[config.mk]
export PLATFORM = sky130hd
export DESIGN_NAME = gpm_ctrl
export DESIGN_NICKNAME = d
export VERILOG_FILES = /design/src/sv/gpm_pkg.sv /design/src/sv/gpm_ctrl.sv
export SDC_FILE = /design/constraint.sdc
export NUM_CORES = 1
export LEC_CHECK = 0
export ABC_AREA = 1
export BUFFER_PORTS_ARGS = -buffer_cell sky130_fd_sc_hd__buf_4
export CAP_MARGIN = 25
export CORE_AREA = 5 5 42 44
export DETAILED_ROUTE_END_ITERATION = 7
export DIE_AREA = 0 0 47 49
export GPL_TIMING_DRIVEN = 1
export PLACE_DENSITY = 0.45
export SETUP_SLACK_MARGIN = 0.1
export SYNTH_ARGS = -nofsm -noshare
export SYNTH_HDL_FRONTEND = slang
export SYNTH_SLANG_ARGS = --single-unit
[constraint.sdc]
create_clock -name clk -period 2 [get_ports clk]
set_clock_uncertainty 0.1 [all_clocks]
set_input_delay 0.4 -clock clk [delete_from_list [all_inputs] [get_ports clk]]
set_output_delay 0.4 -clock clk [all_outputs]
set_load 0.02 [all_outputs]
[src/sv/gpm_pkg.sv]
// Shared types and constants for the greedy partner matching block.
package gpm_pkg;

  localparam int MAX_STATES = 64;
  localparam int ST_IDX_W   = $clog2(MAX_STATES);
  localparam int N_W        = ST_IDX_W + 1;
  localparam int W_W        = 25;
  localparam int ADDR_W     = $clog2(MAX_STATES * MAX_STATES);
  localparam int TOTAL_W    = ADDR_W + 1;
  localparam int CFG_IDX_W  = 1;
  localparam int CFG_DATA_W = 25;

  localparam logic [N_W-1:0] NUM_STATES_MIN = N_W'(2);
  localparam logic [N_W-1:0] NUM_STATES_MAX = N_W'(MAX_STATES);
  localparam logic [N_W-1:0] NUM_STATES_RST = N_W'(MAX_STATES);
  localparam logic [W_W-1:0] THRESHOLD_RST  = W_W'(17);

  typedef enum logic [CFG_IDX_W-1:0] {
    REG_NUM_STATES,
    REG_MATCH_THRESHOLD
  } gpm_reg_t;

  typedef enum logic [2:0] {
    ST_LOAD,
    ST_SCAN,
    ST_SCAN_END,
    ST_DECIDE,
    ST_PAIR_A,
    ST_PAIR_B,
    ST_EMIT_RD,
    ST_EMIT_WR
  } gpm_state_t;

  typedef struct packed {
    logic in_rdy;
    logic scan_issue;
    logic pair_a;
    logic pair_b;
    logic emit_load;
  } gpm_cmd_t;

  typedef struct packed {
    logic run_go;
    logic scan_last;
    logic found;
    logic out_free;
    logic emit_last;
  } gpm_status_t;

endpackage

[src/sv/gpm_ctrl.sv]
// Sequencer for loading, scan passes, pairing and result output.
module gpm_ctrl (
  input  logic                 clk,
  input  logic                 rst_n,
  input  gpm_pkg::gpm_status_t sts,
  output gpm_pkg::gpm_cmd_t    cmd
);

  gpm_pkg::gpm_state_t state_r;
  gpm_pkg::gpm_state_t state_nxt;

  always_ff @(posedge clk) begin
    if (!rst_n) begin
      state_r <= gpm_pkg::ST_LOAD;
    end else begin
      state_r <= state_nxt;
    end
  end

  always_comb begin
    state_nxt = state_r;
    case (state_r)
      gpm_pkg::ST_LOAD: begin
        if (sts.run_go) state_nxt = gpm_pkg::ST_SCAN;
      end
      gpm_pkg::ST_SCAN: begin
        if (sts.scan_last) state_nxt = gpm_pkg::ST_SCAN_END;
      end
      gpm_pkg::ST_SCAN_END: state_nxt = gpm_pkg::ST_DECIDE;
      gpm_pkg::ST_DECIDE: begin
        state_nxt = sts.found ? gpm_pkg::ST_PAIR_A : gpm_pkg::ST_EMIT_RD;
      end
      gpm_pkg::ST_PAIR_A: state_nxt = gpm_pkg::ST_PAIR_B;
      gpm_pkg::ST_PAIR_B: state_nxt = gpm_pkg::ST_SCAN;
      gpm_pkg::ST_EMIT_RD: state_nxt = gpm_pkg::ST_EMIT_WR;
      gpm_pkg::ST_EMIT_WR: begin
        if (sts.out_free) begin
          state_nxt = sts.emit_last ? gpm_pkg::ST_LOAD : gpm_pkg::ST_EMIT_RD;
        end
      end
      default: state_nxt = gpm_pkg::ST_LOAD;
    endcase
  end

  always_comb begin
    cmd = '0;
    case (state_r)
      gpm_pkg::ST_LOAD:    cmd.in_rdy     = 1'b1;
      gpm_pkg::ST_SCAN:    cmd.scan_issue = 1'b1;
      gpm_pkg::ST_PAIR_A:  cmd.pair_a     = 1'b1;
      gpm_pkg::ST_PAIR_B:  cmd.pair_b     = 1'b1;
      gpm_pkg::ST_EMIT_WR: cmd.emit_load  = 1'b1;
      default:             cmd = '0;
    endcase
  end

endmodule

== Yosys cells after proc, flatten, opt, wreduce, memory -nomap -nowiden ==
Cells that the tools add are included.

* Flip-flop bits (word level): 3
* Input port bits: 7
* Output and inout bits: 5
* Word-level logic and storage cells: 24

* Eq/ne operators: 10
* Mux-type cells: 11
* Reductions and logical operators: 2

{| class="wikitable"
|+ Operators by type and width
! cell !! number
|-
| 3-bit case mux with 8 select lines || 1
|-
| 3-bit equality test (second input constant) || 4
|-
| 3-bit 2-to-1 mux || 4
|-
| 3-bit by 2-bit equality test with 1-bit output (second input constant) || 2
|-
| 2-bit inequality test (second input constant) || 3
|-
| 1-bit 2-to-1 mux || 5
|-
| 3-bit by 1-bit equality test with 1-bit output (second input constant) || 1
|-
| 3-bit zero test || 1
|-
| 3-bit AND reduction || 1
|-
| 2-bit 2-to-1 mux || 1
|}

== Longest topological paths before layout ==
* Depth in word-level cells: 3
* Depth in mapped cells: 9

== Worst setup path after synthesis ==
OpenSTA, ideal clock, no wires.

* Path type: flip-flop to output port
* From: reg state_r[0]
* To: out cmd[1] in the netlist's numbering
* Arrival: 0.968 ns
* Required time: 1.500 ns
* Setup slack: 0.532 ns
* Cell stages (with the launch flop): 4
* Path buffers: 1
* Cell sequence: dfxtp_1 -> buf_6 -> inv_1 -> nor3_1

{| class="wikitable"
|+ RTL lines
! item !! line !! text
|-
| start: declaration || gpm_ctrl.sv:9 || <nowiki>gpm_pkg::gpm_state_t state_r;</nowiki>
|-
| start signal: assignment || gpm_ctrl.sv:14 || <nowiki>state_r <= gpm_pkg::ST_LOAD;</nowiki>
|-
| start signal: assignment || gpm_ctrl.sv:16 || <nowiki>state_r <= state_nxt;</nowiki>
|-
| end: declaration || gpm_ctrl.sv:6 || <nowiki>output gpm_pkg::gpm_cmd_t cmd</nowiki>
|}

==> metrics.md <==
| Metric | Value |
|---|---|
| DR pass1 iterations | 3 |
| Initial core utilization | 21.07% |
| Syn Area/Cell | 5.790 um^2 |
| HPWL after DPL | 566.3 um |
| Post-DR vias/cell | 3.975 |
| Number of global-route vias before repair | 288 |
| CTS Hold Bufs | 0 |
| FMAX | 583.4 MHz |
| R2r startpoint | state_r[0] |
| Cells on worst reg2reg path | 7 |
| Initial antenna violation count | 0 |
| CP max-delay cell | dfxtp_1 |
| Worst Max-Slew Pin Slew | 0.3671 ns |
| Clk sinks | 3 |
| Post-CTS setup repair buffer count | 0 |
| Power per cell area | 1041 nW/um^2 |
| Slowest stage delay, CP | 0.53 ns |
| CP Class | reg2out |
| Power share of the clock group | 24.8% |
| Max-slew violation count | 0 |
| Placed Area | 379.1 um^2 |
| Yosys reg bits | 3 |
| Filler Cell Count | 183 |
| Core Util, Final | 28.93% |
| Area Growth Syn to Fin | 37.29% |
| Total GRT Usage | 6.952% |
| Most frequent cells in the layout | nand2_1, buf_4, inv_1, nor2_1 |
| Psw | 0.1854 mW |
| I/O pins | 12 |
| Core Footprint | 1401 um^2 |
| Seq/Total Area, Yosys | 20.34% |
| Synth Cell Area | 295.3 um^2 |
| Max_cap viols | 0 |
| PortBufs | 11 |
| Critical Path AT | 1.21 ns |
| DR iter-0 viols | 5 |
| Top Registers | state_r: 3 flops |
| Hold wc startpoint | rst_n |
| TritonCTS clock tree | done |
| Tightest hold margin | 0.2761 ns |
| CP Launch Type | flop |
| Share of cells above drive strength 1 | 32.81% |
| RSZ-0062 raised after global routing | false |
| CP Cell Sequence | inv_1 > nor3_1 > buf_4 |
| Commonest non-fill, non-tap cell in the layout | nand2_1 |
| WL final | 701 um |
| Distinct cells, synth | 15 |
| Biggest register | state_r |
| Clock transition at the registers of the reported paths | 0.04 ns |
| Final Cycle Share | 85.70% |
| Buffer depth of the longest clock path | 2 |
| Post-DRT Antenna Nets | 0 |
| DRC | 0 |
| Flop pwr share | 26.8% |
| Gate power share | 48.4% |
| Largest driver fanout on the critical path | 10 |
| RR Endpoint | state_r[2] |
| Row Count | 14 |
| Root buf cell | clkbuf_4 |
| Sw Ratio | 43.93% |
| Die ar. | 2303 um^2 |
| Dpl ws | 0.5421 ns |
| CTS resizes | 0 |
| CP endpoint kind | primary output |
| Post-route cell area | 405.4 um^2 |
| Final critical-path setup slack | 0.2860 ns |
| Largest net degree at the start of global routing | 11 |
| Post-Syn Instances | 51 |
| Num CTS Buffers | 3 |
| First-pass GRT wire length | 1.166 mm |
| WP data required | 1.50 ns |
| Outcome | finished clean |
| Final number of setup-violating endpoints | 0 |
| Clock latency at the later pin of the worst-skew pair | 0.23 ns |
| N_diodes | 0 |
| Slew Limit Headroom | 75.50% |
| Synth warn | 0 |
| Static Leak | 0.2411 nW |
| Layout Nets | 72 |
| Reg2reg setup slack | 0.69 ns |
| Worst hold endpoint | state_r[2] |
| Final weighted congestion in routability-driven placement | 0.7010 |
| Die W | 47 um |
| Final Hold Vio Count | 0 |
| Syn Nets | 58 |
| DR WL/cell | 8.763 um |
| Int Pwr | 0.2366 mW |
| Hold Crit Class | in2reg |
| Grt total ovfl | 0 |
| Max VDD drop | 0.4458 mV |
| Max reg flops | 3 |
| Final Critical Period | 1.714 ns |
| Vias after detailed routing | 318 |
| Fin Setup TNS | 0 ns |
| H-Tree Depth | 1 |
| Die Ht | 49 um |
| Worst Hold Depth | 3 |
==> critical path: cells and delay by family (launching register included) <==
kind                   cells  cell delay, ns
flip-flops                 1            0.53
AND/OR/NAND/NOR            1            0.18
buffers and inverters      2            0.27
==> kinds of logic after synthesis <==
kind of cell / count (synthesis) / share of synthesized area [%]
simple gates: 33 / 54.24
buf+inv: 12 / 19.07
flops: 3 / 20.34
compound gates: 3 / 6.357
==> routing by layer <==
| layer | track usage, % | part of all wire [%] | vias up |
|---|---|---|---|
| met5 | 0 | 0 | - |
| met4 | 2.765 | 0 | 0 |
| met3 | 3.690 | 7.6 | 0 |
| met2 | 9.729 | 46 | 10 |
| met1 | 8.715 | 47 | 123 |
| li1 | - | - | 185 |
==> per-stage QoR <==
stage,std cells,total power [mW]
floorplan,51,0.2765
global placement,76,0.3221
detailed placement,76,0.3214
CTS,80,0.4341
global route,80,0.4776
finish,80,0.4220
==> layout make-up <==
| class | count | area [um^2] | area share [%] |
|---|---|---|---|
| well taps | 16 | 20.02 | 4.938 |
| multi-input cells | 36 | 178.9 | 44.14 |
| clock buffers | 4 | 26.28 | 6.481 |
| repair buffers | 11 | 82.58 | 20.37 |
| flip-flops and latches | 3 | 60.06 | 14.81 |
| inverters | 10 | 37.54 | 9.259 |
==> worst max-delay path by stage <==
| stage | start | end | slack [ns] | cells past startpoint |
|---|---|---|---|---|
| finish | state_r[0] | cmd[1] | 0.29 | 3 |
| global route | state_r[0] | cmd[1] | 0.15 | 3 |
| CTS | state_r[0] | cmd[1] | 0.27 | 3 |
| detailed placement | state_r[0] | cmd[1] | 0.54 | 3 |
| global placement | state_r[0] | cmd[1] | 0.50 | 3 |
| floorplan | state_r[0] | cmd[1] | 0.53 | 3 |
==> power groups by stage <==
stage	Clock (mW)	Combinational, mW	Sequential, mW
finish	0.105	0.204	0.113
global route	0.125	0.234	0.119
CTS	0.112	0.209	0.113
detailed placement	0	0.208	0.114
global placement	0	0.209	0.113
floorplan	0	0.194	0.0821
==> synth_stat cells <==
| cell type | count | share of area, % |
|---|---|---|
| a21oi_2 | 1 | 3.0 |
| buf_4 | 1 | 2.5 |
| buf_6 | 1 | 3.8 |
| dfxtp_1 | 3 | 20 |
| inv_1 | 9 | 11 |
| inv_2 | 1 | 1.3 |
| nand2_1 | 16 | 20 |
| nand3_1 | 2 | 3.4 |
| nand3_2 | 2 | 6.8 |
| nand4_1 | 2 | 4.2 |
| nand4_2 | 1 | 4.2 |
| nor2_1 | 6 | 7.6 |
| nor2_2 | 2 | 4.2 |
| nor3_1 | 2 | 3.4 |
| o21ai_1 | 2 | 3.4 |
No activity file was read; power rests on OpenSTA's default activity.
